$ cat src/sv/ingress_packet_steering_unit_macros.svh
// Assertion macros shared by the steering unit RTL.
// Every macro expects clk and arst_n to be visible where it is used.
`ifndef INGRESS_PACKET_STEERING_UNIT_MACROS_SVH
`define INGRESS_PACKET_STEERING_UNIT_MACROS_SVH

// Same-cycle implication, checked at every rising edge out of reset.
`define IPS_ASSERT_NOW(lbl, cond, conseq, msg) \
	lbl: assert property (@(posedge clk) disable iff (!arst_n) (cond) |-> (conseq)) \
		else $error(msg);

// Next-cycle implication.
`define IPS_ASSERT_NEXT(lbl, cond, conseq, msg) \
	lbl: assert property (@(posedge clk) disable iff (!arst_n) (cond) |=> (conseq)) \
		else $error(msg);

`endif

$ cat src/sv/ips_pkg.sv
// Shared types and constants of the ingress packet steering unit.
// No dependencies; all files but the macro header import this package.
package ips_pkg;

	localparam int BYTE_W         = 8;
	localparam int QUEUE_W        = 8;
	localparam int COUNT_W        = 32;
	localparam int POS_W          = 7;
	localparam int LEN_W          = 8;
	localparam int MASK_W         = 64;
	localparam int MASK_IDX_W     = 6;
	localparam int PORT_W         = 16;
	localparam int ETYPE_W        = 16;
	localparam int IHL_W          = 4;
	localparam int APB_ADDR_W     = 4;
	localparam int APB_DATA_W     = 64;
	localparam int NUM_QUEUES_DEF = 64;
	localparam int FIFO_DEPTH     = 4;
	localparam int FIFO_PTR_W     = 2;
	localparam int FIFO_CNT_W     = 3;

	// Byte positions within the frame.
	localparam logic [POS_W-1:0] POS_ETYPE_HI = 7'd12;
	localparam logic [POS_W-1:0] POS_ETYPE_LO = 7'd13;
	localparam logic [POS_W-1:0] POS_IHL      = 7'd14;
	localparam logic [POS_W-1:0] POS_PROTO    = 7'd23;
	localparam logic [POS_W-1:0] POS_MAX      = 7'd127;
	localparam logic [POS_W-1:0] ETH_HDR_POS  = 7'd14;

	// Frame length thresholds.
	localparam logic [LEN_W-1:0] LEN_MIN_ETH = 8'd14;
	localparam logic [LEN_W-1:0] LEN_MIN_IP  = 8'd34;
	localparam logic [LEN_W-1:0] TCP_MIN_LEN = 8'd20;

	localparam logic [ETYPE_W-1:0] ETYPE_ARP    = 16'h0806;
	localparam logic [ETYPE_W-1:0] ETYPE_IPV4   = 16'h0800;
	localparam logic [BYTE_W-1:0]  IP_PROTO_TCP = 8'd6;
	localparam logic [PORT_W-1:0]  KEPT_PORT_RST = 16'd22;

	typedef enum logic {
		REG_BOUND_MASK = 1'b0,
		REG_KEPT_PORT  = 1'b1
	} reg_idx_t;

	// One classified frame handed from the parser to the counter stage.
	typedef struct packed {
		logic               early_pass;
		logic [QUEUE_W-1:0] queue;
	} job_t;

endpackage

$ cat src/sv/ips_if.sv
// Valid/ready channel interfaces of the steering unit: frame bytes in, verdicts out.
// Depends on ips_pkg for field widths.
interface ips_in_if;
	import ips_pkg::*;

	logic               valid;
	logic               ready;
	logic [BYTE_W-1:0]  frame_byte;
	logic               last_byte;
	logic [QUEUE_W-1:0] queue_number;

	modport source (output valid, frame_byte, last_byte, queue_number, input ready);
	modport sink   (input valid, frame_byte, last_byte, queue_number, output ready);
endinterface

interface ips_out_if;
	import ips_pkg::*;

	logic               valid;
	logic               ready;
	logic               verdict;
	logic [QUEUE_W-1:0] queue_out;
	logic               was_counted;
	logic [COUNT_W-1:0] queue_count;

	modport source (output valid, verdict, queue_out, was_counted, queue_count, input ready);
	modport sink   (input valid, verdict, queue_out, was_counted, queue_count, output ready);
endinterface

$ cat src/sv/ingress_packet_steering_unit.sv
// Ingress packet steering unit. Frame bytes are accepted one per clock while the job
// queue has room, with no gaps required between frames; a verdict word leaves for every
// last byte, one per clock while the sink is ready, via the job queue, counter read and
// output registers. Per-queue counters live in a memory with one read and one write a
// cycle and a bypass for back-to-back frames of the same queue, so no counter access
// ever stalls the input. Counters read as zero after reset through per-queue valid bits;
// there is no clearing pass. Registers: bound queue mask at 0x0, kept TCP port at 0x8.
// Depends on ips_pkg, ips_if, ips_front, ips_fifo and ips_back.
module ingress_packet_steering_unit #(
	parameter int NUM_QUEUES = ips_pkg::NUM_QUEUES_DEF
) (
	input  logic                           clk,
	input  logic                           arst_n,
	ips_in_if.sink                         frames,
	ips_out_if.source                      verdicts,
	input  logic                           psel,
	input  logic                           penable,
	input  logic                           pwrite,
	input  logic [ips_pkg::APB_ADDR_W-1:0] paddr,
	input  logic [ips_pkg::APB_DATA_W-1:0] pwdata,
	output logic [ips_pkg::APB_DATA_W-1:0] prdata,
	output logic                           pready
);
	import ips_pkg::*;

	logic [MASK_W-1:0] bound_mask_q;
	logic [PORT_W-1:0] kept_port_q;
	reg_idx_t          reg_idx;

	logic push;
	logic pop;
	logic full;
	logic empty;
	job_t push_job;
	job_t pop_job;

	assign pready  = 1'b1;
	assign reg_idx = reg_idx_t'(paddr[3]);

	always_ff @(posedge clk or negedge arst_n) begin
		if (!arst_n) begin
			bound_mask_q <= '0;
			kept_port_q  <= KEPT_PORT_RST;
		end else if (psel && penable && pwrite) begin
			unique case (reg_idx)
				REG_BOUND_MASK: bound_mask_q <= pwdata;
				REG_KEPT_PORT:  kept_port_q  <= pwdata[PORT_W-1:0];
				default:        ;
			endcase
		end
	end

	always_comb begin
		unique case (reg_idx)
			REG_BOUND_MASK: prdata = bound_mask_q;
			REG_KEPT_PORT:  prdata = {{(APB_DATA_W - PORT_W){1'b0}}, kept_port_q};
			default:        prdata = '0;
		endcase
	end

	ips_front u_front (
		.clk       (clk),
		.arst_n    (arst_n),
		.frames    (frames),
		.kept_port (kept_port_q),
		.push      (push),
		.push_job  (push_job),
		.full      (full)
	);

	ips_fifo u_fifo (
		.clk      (clk),
		.arst_n   (arst_n),
		.push     (push),
		.push_job (push_job),
		.full     (full),
		.pop      (pop),
		.pop_job  (pop_job),
		.empty    (empty)
	);

	ips_back #(
		.NUM_QUEUES (NUM_QUEUES)
	) u_back (
		.clk        (clk),
		.arst_n     (arst_n),
		.job        (pop_job),
		.empty      (empty),
		.pop        (pop),
		.bound_mask (bound_mask_q),
		.verdicts   (verdicts)
	);

endmodule

$ cat src/sv/ips_front.sv
// Frame parser: takes one byte per cycle while the job queue is not full, captures
// the header fields that matter and classifies the frame at its last byte. Depends on ips_pkg and ips_if.
module ips_front (
	input  logic                       clk,
	input  logic                       arst_n,
	ips_in_if.sink                     frames,
	input  logic [ips_pkg::PORT_W-1:0] kept_port,
	output logic                       push,
	output ips_pkg::job_t              push_job,
	input  logic                       full
);
	import ips_pkg::*;

	logic [POS_W-1:0]   pos_q;
	logic [ETYPE_W-1:0] etype_q;
	logic [IHL_W-1:0]   ihl_q;
	logic [BYTE_W-1:0]  proto_q;
	logic [PORT_W-1:0]  sport_q;
	logic [PORT_W-1:0]  dport_q;

	logic               accept;
	logic [BYTE_W-1:0]  b;
	logic [IHL_W-1:0]   ihl_cur;
	logic [POS_W-1:0]   tcp_off;
	logic [LEN_W-1:0]   len;
	logic [LEN_W-1:0]   tcp_end;
	logic [ETYPE_W-1:0] etype_now;
	logic               early;

	assign frames.ready = !full;
	assign accept       = frames.valid && frames.ready;
	assign b            = frames.frame_byte;

	// With IHL zero the TCP header starts at the IHL byte itself, so the offset
	// must already follow the byte being taken.
	assign ihl_cur = (pos_q == POS_IHL) ? b[IHL_W-1:0] : ihl_q;
	assign tcp_off = ETH_HDR_POS + {1'b0, ihl_cur, 2'b00};
	assign len     = {1'b0, pos_q} + LEN_W'(1);
	assign tcp_end = {1'b0, tcp_off} + TCP_MIN_LEN;

	// A 14-byte frame ends on the low EtherType byte.
	assign etype_now = {etype_q[15:8], (pos_q == POS_ETYPE_LO) ? b : etype_q[7:0]};

	always_comb begin
		early = 1'b0;
		if (len < LEN_MIN_ETH) begin
			early = 1'b1;
		end else if (etype_now == ETYPE_ARP) begin
			early = 1'b1;
		end else if (etype_now == ETYPE_IPV4) begin
			if (len < LEN_MIN_IP) begin
				early = 1'b1;
			end else if (proto_q == IP_PROTO_TCP) begin
				early = (len < tcp_end) || (sport_q == kept_port) || (dport_q == kept_port);
			end
		end
	end

	assign push                = accept && frames.last_byte;
	assign push_job.early_pass = early;
	assign push_job.queue      = frames.queue_number;

	always_ff @(posedge clk or negedge arst_n) begin
		if (!arst_n) begin
			pos_q <= '0;
		end else if (accept) begin
			if (frames.last_byte) begin
				pos_q <= '0;
			end else if (pos_q != POS_MAX) begin
				pos_q <= pos_q + POS_W'(1);
			end
		end
	end

	always_ff @(posedge clk) begin
		if (accept) begin
			if (pos_q == POS_ETYPE_HI) etype_q[15:8] <= b;
			if (pos_q == POS_ETYPE_LO) etype_q[7:0] <= b;
			if (pos_q == POS_IHL) ihl_q <= b[IHL_W-1:0];
			if (pos_q == POS_PROTO) proto_q <= b;
			if (pos_q == tcp_off) sport_q[15:8] <= b;
			if (pos_q == tcp_off + POS_W'(1)) sport_q[7:0] <= b;
			if (pos_q == tcp_off + POS_W'(2)) dport_q[15:8] <= b;
			if (pos_q == tcp_off + POS_W'(3)) dport_q[7:0] <= b;
		end
	end

endmodule

$ cat src/sv/ips_fifo.sv
// Short job queue between the frame parser and the counter stage.
// Depends on ips_pkg for the job type and the queue depth.
module ips_fifo (
	input  logic          clk,
	input  logic          arst_n,
	input  logic          push,
	input  ips_pkg::job_t push_job,
	output logic          full,
	input  logic          pop,
	output ips_pkg::job_t pop_job,
	output logic          empty
);
	import ips_pkg::*;

	job_t                  slots_q [FIFO_DEPTH];
	logic [FIFO_PTR_W-1:0] wr_ptr_q;
	logic [FIFO_PTR_W-1:0] rd_ptr_q;
	logic [FIFO_CNT_W-1:0] cnt_q;

	assign full    = (cnt_q == FIFO_CNT_W'(FIFO_DEPTH));
	assign empty   = (cnt_q == '0);
	assign pop_job = slots_q[rd_ptr_q];

	always_ff @(posedge clk or negedge arst_n) begin
		if (!arst_n) begin
			wr_ptr_q <= '0;
			rd_ptr_q <= '0;
			cnt_q    <= '0;
		end else begin
			if (push) wr_ptr_q <= wr_ptr_q + FIFO_PTR_W'(1);
			if (pop) rd_ptr_q <= rd_ptr_q + FIFO_PTR_W'(1);
			if (push && !pop) begin
				cnt_q <= cnt_q + FIFO_CNT_W'(1);
			end else if (pop && !push) begin
				cnt_q <= cnt_q - FIFO_CNT_W'(1);
			end
		end
	end

	always_ff @(posedge clk) begin
		if (push) slots_q[wr_ptr_q] <= push_job;
	end

endmodule

$ cat src/sv/ips_back.sv
// Counter stage: per-queue frame counters with read-modify-write and bypass,
// verdict lookup and the output register. Depends on ips_pkg, ips_if and the macros.
`include "ingress_packet_steering_unit_macros.svh"

module ips_back #(
	parameter int NUM_QUEUES = ips_pkg::NUM_QUEUES_DEF
) (
	input  logic                       clk,
	input  logic                       arst_n,
	input  ips_pkg::job_t              job,
	input  logic                       empty,
	output logic                       pop,
	input  logic [ips_pkg::MASK_W-1:0] bound_mask,
	ips_out_if.source                  verdicts
);
	import ips_pkg::*;

	localparam int QA_W = (NUM_QUEUES > 1) ? $clog2(NUM_QUEUES) : 1;
	localparam logic [QUEUE_W:0] NQ = (QUEUE_W + 1)'(NUM_QUEUES);

	logic [COUNT_W-1:0] counters [NUM_QUEUES];
	logic [NUM_QUEUES-1:0] live_q;

	logic               valid_s1;
	logic [QUEUE_W-1:0] queue_s1;
	logic               counts_s1;
	logic               fwd_s1;
	logic               live_s1;
	logic [COUNT_W-1:0] rd_s1;
	logic [COUNT_W-1:0] fwd_cnt_s1;

	logic               out_valid_q;
	logic               verdict_q;
	logic [QUEUE_W-1:0] queue_out_q;
	logic               was_counted_q;
	logic [COUNT_W-1:0] queue_count_q;

	logic               advance;
	logic [QA_W-1:0]    rd_addr;
	logic [QA_W-1:0]    wr_addr;
	logic               wr_en;
	logic [COUNT_W-1:0] old_cnt;
	logic [COUNT_W-1:0] new_cnt;
	logic               in_range;

	assign advance  = valid_s1 && (!out_valid_q || verdicts.ready);
	assign pop      = !empty && (!valid_s1 || advance);
	assign rd_addr  = job.queue[QA_W-1:0];
	assign wr_addr  = queue_s1[QA_W-1:0];
	assign wr_en    = advance && counts_s1;
	assign in_range = ({1'b0, job.queue} < NQ);

	// A write in the same edge as the read of that counter wins over the stale read.
	assign old_cnt = fwd_s1 ? fwd_cnt_s1 : (live_s1 ? rd_s1 : '0);
	assign new_cnt = old_cnt + COUNT_W'(1);

	always_ff @(posedge clk) begin
		if (wr_en) counters[wr_addr] <= new_cnt;
		if (pop) begin
			rd_s1      <= counters[rd_addr];
			fwd_cnt_s1 <= new_cnt;
			queue_s1   <= job.queue;
		end
	end

	always_ff @(posedge clk or negedge arst_n) begin
		if (!arst_n) begin
			live_q    <= '0;
			valid_s1  <= 1'b0;
			counts_s1 <= 1'b0;
			fwd_s1    <= 1'b0;
			live_s1   <= 1'b0;
		end else begin
			if (wr_en) live_q[wr_addr] <= 1'b1;
			if (pop) begin
				valid_s1  <= 1'b1;
				counts_s1 <= !job.early_pass && in_range;
				fwd_s1    <= wr_en && (wr_addr == rd_addr);
				live_s1   <= live_q[rd_addr];
			end else if (advance) begin
				valid_s1 <= 1'b0;
			end
		end
	end

	always_ff @(posedge clk or negedge arst_n) begin
		if (!arst_n) begin
			out_valid_q <= 1'b0;
		end else if (advance) begin
			out_valid_q <= 1'b1;
		end else if (verdicts.ready) begin
			out_valid_q <= 1'b0;
		end
	end

	always_ff @(posedge clk) begin
		if (advance) begin
			verdict_q     <= counts_s1 && bound_mask[queue_s1[MASK_IDX_W-1:0]];
			queue_out_q   <= queue_s1;
			was_counted_q <= counts_s1;
			queue_count_q <= counts_s1 ? new_cnt : '0;
		end
	end

	assign verdicts.valid       = out_valid_q;
	assign verdicts.verdict     = verdict_q;
	assign verdicts.queue_out   = queue_out_q;
	assign verdicts.was_counted = was_counted_q;
	assign verdicts.queue_count = queue_count_q;

	`IPS_ASSERT_NOW(a_redirect_counted, out_valid_q && verdict_q, was_counted_q, "redirect without count")
	`IPS_ASSERT_NOW(a_uncounted_zero, out_valid_q && !was_counted_q, queue_count_q == '0, "uncounted word has nonzero count")
	`IPS_ASSERT_NOW(a_counted_in_range, out_valid_q && was_counted_q, {1'b0, queue_out_q} < NQ, "counted queue out of range")
	`IPS_ASSERT_NEXT(a_s1_holds, valid_s1 && !advance, valid_s1 && $stable(queue_s1), "stalled job lost")

endmodule
$ cat src/flat_wrapper.sv
// flat-port wrapper written by rule: the top's interface ports become plain ports
module ingress_packet_steering_unit_flat import ips_pkg::*;
#(
	parameter int NUM_QUEUES = ips_pkg::NUM_QUEUES_DEF
)
  (clk, arst_n, psel, penable, pwrite, paddr, pwdata, prdata, pready, frames_valid, frames_frame_byte, frames_last_byte, frames_queue_number, frames_ready, verdicts_valid, verdicts_verdict, verdicts_queue_out, verdicts_was_counted, verdicts_queue_count, verdicts_ready);
  ips_in_if frames_i ();
  ips_out_if verdicts_i ();
  input  logic clk;
  input  logic arst_n;
  input  logic psel;
  input  logic penable;
  input  logic pwrite;
  input  logic [ips_pkg::APB_ADDR_W-1:0] paddr;
  input  logic [ips_pkg::APB_DATA_W-1:0] pwdata;
  output logic [ips_pkg::APB_DATA_W-1:0] prdata;
  output logic pready;
  input wire logic [$bits(frames_i.valid)-1:0] frames_valid;
  input wire logic [$bits(frames_i.frame_byte)-1:0] frames_frame_byte;
  input wire logic [$bits(frames_i.last_byte)-1:0] frames_last_byte;
  input wire logic [$bits(frames_i.queue_number)-1:0] frames_queue_number;
  output wire logic [$bits(frames_i.ready)-1:0] frames_ready;
  output wire logic [$bits(verdicts_i.valid)-1:0] verdicts_valid;
  output wire logic [$bits(verdicts_i.verdict)-1:0] verdicts_verdict;
  output wire logic [$bits(verdicts_i.queue_out)-1:0] verdicts_queue_out;
  output wire logic [$bits(verdicts_i.was_counted)-1:0] verdicts_was_counted;
  output wire logic [$bits(verdicts_i.queue_count)-1:0] verdicts_queue_count;
  input wire logic [$bits(verdicts_i.ready)-1:0] verdicts_ready;
  assign frames_i.valid = frames_valid;
  assign frames_i.frame_byte = frames_frame_byte;
  assign frames_i.last_byte = frames_last_byte;
  assign frames_i.queue_number = frames_queue_number;
  assign frames_ready = frames_i.ready;
  assign verdicts_valid = verdicts_i.valid;
  assign verdicts_verdict = verdicts_i.verdict;
  assign verdicts_queue_out = verdicts_i.queue_out;
  assign verdicts_was_counted = verdicts_i.was_counted;
  assign verdicts_queue_count = verdicts_i.queue_count;
  assign verdicts_i.ready = verdicts_ready;
  ingress_packet_steering_unit #(.NUM_QUEUES(NUM_QUEUES)) u_core (.clk(clk), .arst_n(arst_n), .frames(frames_i), .verdicts(verdicts_i), .psel(psel), .penable(penable), .pwrite(pwrite), .paddr(paddr), .pwdata(pwdata), .prdata(prdata), .pready(pready));
endmodule
$ cat config.mk
export PLATFORM = sky130hd
export DESIGN_NAME = ingress_packet_steering_unit_flat
export DESIGN_NICKNAME = d
export VERILOG_FILES = /design/src/sv/ips_pkg.sv /design/src/sv/ips_if.sv /design/src/sv/ingress_packet_steering_unit.sv /design/src/sv/ips_front.sv /design/src/sv/ips_fifo.sv /design/src/sv/ips_back.sv /design/src/flat_wrapper.sv
export VERILOG_INCLUDE_DIRS = /design/src /design/src/sv
export SDC_FILE = /design/constraint.sdc
export NUM_CORES = 2
export LEC_CHECK = 0
export BUFFER_PORTS_ARGS = -buffer_cell sky130_fd_sc_hd__buf_2
export CAP_MARGIN = 20
export CORE_MARGIN = 10
export CORE_UTILIZATION = 50
export DETAILED_ROUTE_END_ITERATION = 10
export PLACE_DENSITY = 0.66
export SYNTH_ARGS = -nofsm -noshare
export SYNTH_HDL_FRONTEND = slang
export SYNTH_HIERARCHICAL = 1
export SYNTH_SLANG_ARGS = --single-unit
$ cat constraint.sdc
create_clock -name clk -period 11.1 [get_ports clk]
set_clock_uncertainty 0.15 [all_clocks]
set_input_delay 2.22 -clock clk [delete_from_list [all_inputs] [get_ports clk]]
set_output_delay 2.22 -clock clk [all_outputs]
set_load 0.02 [all_outputs]
==> reports/metrics.yaml <==
pwr:
  power.density_mw_per_mm2: 256
  leakagePower_nw: 35.6
  switching_share: 0.310
  pwr-share-seq: 0.416
  ir_drop_v: 0.000334
  intPower_mw: 18.9
  pwr-share-comb: 0.302
  clkPwrFrac: 0.282
  netSwitchingPower_mw: 8.50
worst_setup_path:
  rr_startpoint: "u_core/u_fifo/rd_ptr_q[0]$_DFFE_PN0P_"
  cp-start-kind: "primary input"
  cp-startpoint: "paddr[3]"
  path_max_fanout: 66
  cp.required_ns: 8.73
  worstRegToRegCells: 7
  timing.rr.end: "u_core/u_back/rd_s1[16]$_DFFE_PP_"
  worst_setup_path_end_kind: "output port"
  critical_path_class: "in2out"
  critical_path_arrival_ns: 3.54
  rrSetupSlack_ns: 5.45
  cp-endpoint: "prdata[10]"
synth:
  synth.top_cells.by_count: "edfxtp_1 (2258), mux4_2 (607), dfrtp_1 (160)"
  yosysMostFrequentCell: "edfxtp_1"
  seq_area_frac_synth: 0.760
  synth_cell_type_count: 77
  netlist_instances: 4351
  synth_edf_count: 2258
  syn-cell-area_mm2: 0.0946
  yosysTopAreaCell: "edfxtp_1"
  async_flop_share: 0.0673
  synthTopCellsByArea: "edfxtp_1 (72%), mux4_2 (14%), dfrtp_1 (4.2%), mux2_4 (0.95%), a22oi_1 (0.94%)"
  yosysTopAreaCellShare: 0.717
  syn-num-nets: 4460
  yosys_warnings: 6
  ys_ff_latch: 2421
  avgSynthCellArea_um2: 21.7
  synth_ff_type: "edfxtp_1"
cts:
  clk_latency_ns: 0.88
  cts_buffers: 229
  cts_sinks: 2421
  cts_setup_buffers: 0
  cts_htree_levels: 4
  post_cts_resized: 0
  clk_transition_reported_paths_ns: 0.06
  cts_tree: "yes"
  clockRootBuffer: "clkbuf_16"
  cts.path.max_buffers: 3
  cts_hold_buf: 0
timing:
  finalCritPeriodShare: 0.533
  tns_ns: 0
  setup_viol_count_final: 0
  max_clock_freq_ghz: 0.169
  tightest_slew_ns: 1.16
  min_period_ns: 5.91
  hold_viol: 0
  rsz0062_at_grt: "no"
  relSlewSlack: 0.224
  slew_viol_final: 0
routing:
  wl_per_cell_um: 32.5
  viasPerCell: 6.34
  drc_errors: 0
  via_count: 46900
  antenna_left: 0
  drtIter0Drc: 6111
  wirelength_mm: 240
  dr.pass1.iters: 6
global_route:
  grt.overflow.total: 0
  grt_pass1_wl_mm: 345
  grt.total_usage: 0.232
  antenna_found_initial: 18
  grt_max_degree: 111
  grt_pass1_vias: 47200
placement:
  dp.cells: 6962
  dpl_cell_area_mm2: 0.0997
  dp_hpwl_mm: 130
  port_buffers: 196
  finalWeightedCongestion: 0.831
cells_and_area:
  drive_above_1_share: 0.326
  layout.nets: 4808
  fillers: 13700
  stdcell_area_mm2: 0.107
  final-instance-count-excl-fill: 7394
  syn2layout_area_growth_pct: 13.3
  final_util: 0.570
die:
  start_util: 0.503
  design.die.area_mm2: 0.207
  die-width_um: 455
  die_y_um: 455
  coreArea_mm2: 0.188
  io_pins: 201
  fp-row-count: 159
worst_hold_path:
  hold_class: "reg2reg"
run:
  cap_violations: 0
run_status:
  outcome: "completed"
-- metal layers --
layer	global-route usage	vias to the layer above	wire (µm)
li1	-	18900	-
met5	0	-	0
met3	0.0374	360	20000
met4	0.0738	0	7930
met1	0.326	25400	94400
met2	0.377	2313	118000
-- power groups by stage --
stage | Sequential [mW] | Clock (mW) | Combinational [mW]
final | 11.4 | 7.75 | 8.28
after floorplan | 11.6 | 0 | 5.52
after CTS | 11.4 | 7.85 | 8.31
after global placement | 11.6 | 0 | 8.20
after global routing | 11.4 | 8.22 | 8.75
after detailed placement | 11.6 | 0 | 8.29
-- sequential cells by signal, indices dropped and copies added, names as in the netlist, 3 cells and up --
| signal | cells |
|---|---|
| u_core/u_back/counters | 2048 |
| u_core/bound_mask_q | 64 |
| u_core/u_back/live_q | 64 |
| u_core/u_fifo/slots_q | 36 |
| u_core/u_back/fwd_cnt_s1 | 32 |
| u_core/u_back/rd_s1 | 32 |
| u_core/u_back/verdicts.queue_count | 32 |
| u_core/kept_port_q | 16 |
| u_core/u_front/dport_q | 16 |
| u_core/u_front/etype_q | 16 |
| u_core/u_front/sport_q | 16 |
| u_core/u_back/queue_s1 | 8 |
| u_core/u_back/verdicts.queue_out | 8 |
| u_core/u_front/proto_q | 8 |
| u_core/u_front/pos_q | 7 |
| u_core/u_front/ihl_q | 4 |
| u_core/u_fifo/cnt_q | 3 |
-- metrics by stage --
| stage | total power [mW] | worst slack (ns) | hold WS (ns) |
|---|---|---|---|
| final | 27.4 | 5.19 | 0.272 |
| after global routing | 28.4 | 5.07 | 0.296 |
| after global placement | 19.8 | 5.20 | 0.252 |
| after floorplan | 17.1 | 5.72 | 0.250 |
| after CTS | 27.6 | 5.21 | 0.278 |
| after detailed placement | 19.9 | 5.21 | 0.272 |
-- worst min-delay path by stage --
stage / start / to / slack (ns) / cells after the start
after floorplan: u_core/u_back/queue_s1[6]$_DFFE_PP_ / u_core/u_back/verdicts.queue_out[6]$_DFFE_PP_ / 0.25 / 0
after global placement: u_core/u_back/queue_s1[7]$_DFFE_PP_ / u_core/u_back/verdicts.queue_out[7]$_DFFE_PP_ / 0.25 / 0
after detailed placement: u_core/u_back/queue_s1[6]$_DFFE_PP_ / u_core/u_back/verdicts.queue_out[6]$_DFFE_PP_ / 0.27 / 0
after CTS: u_core/u_back/queue_s1[7]$_DFFE_PP_ / u_core/u_back/verdicts.queue_out[7]$_DFFE_PP_ / 0.28 / 0
after global routing: u_core/u_back/queue_s1[6]$_DFFE_PP_ / u_core/u_back/verdicts.queue_out[6]$_DFFE_PP_ / 0.30 / 0
final: u_core/u_back/queue_s1[7]$_DFFE_PP_ / u_core/u_back/verdicts.queue_out[7]$_DFFE_PP_ / 0.27 / 0
-- layout by cell type, fill, tap and decap left out, types with 60 or more instances in the layout --
cell | netlist | routed
nor2_4 | 0 | 64
buf_2 | 56 | 195
clkbuf_16 | 0 | 231
mux4_2 | 607 | 603
nor2b_1 | 70 | 65
a22oi_1 | 118 | 118
nand2_1 | 101 | 101
dfrtp_1 | 160 | 159
edfxtp_1 | 2258 | 2258
buf_4 | 11 | 154
or2_2 | 66 | 66
mux2_4 | 60 | 60
-- area by class of cell --
| type | instances | area (µm²) | area share |
|---|---|---|---|
| tap | 2495 | 3120 | 0.0291 |
| clock inverter | 130 | 1360 | 0.0127 |
| sequential | 2421 | 71900 | 0.671 |
| multi-input combinational | 1666 | 22300 | 0.208 |
| timing repair buffer | 359 | 2310 | 0.0215 |
| inverter | 22 | 83.8 | 0.000782 |
| clock buffer | 291 | 6090 | 0.0568 |
| antenna | 10 | 25.0 | 0.000233 |
-- critical path, stage by stage --
cell and delay [ns]:
buf_2 0.07, buf_4 0.59, mux2_2 0.45, buf_2 0.17
-- logic make-up after synthesis --
kind of cell    Yosys count  synth area share
other cells               2         0.0000794
flops                  2421             0.760
fa+ha+maj                17           0.00233
xor+xnor                 81           0.00750
compound gates          296            0.0235
simple gates            511            0.0295
buf+inv                 264            0.0123
mux                     759             0.165
(Power assumes the default switching activity.)
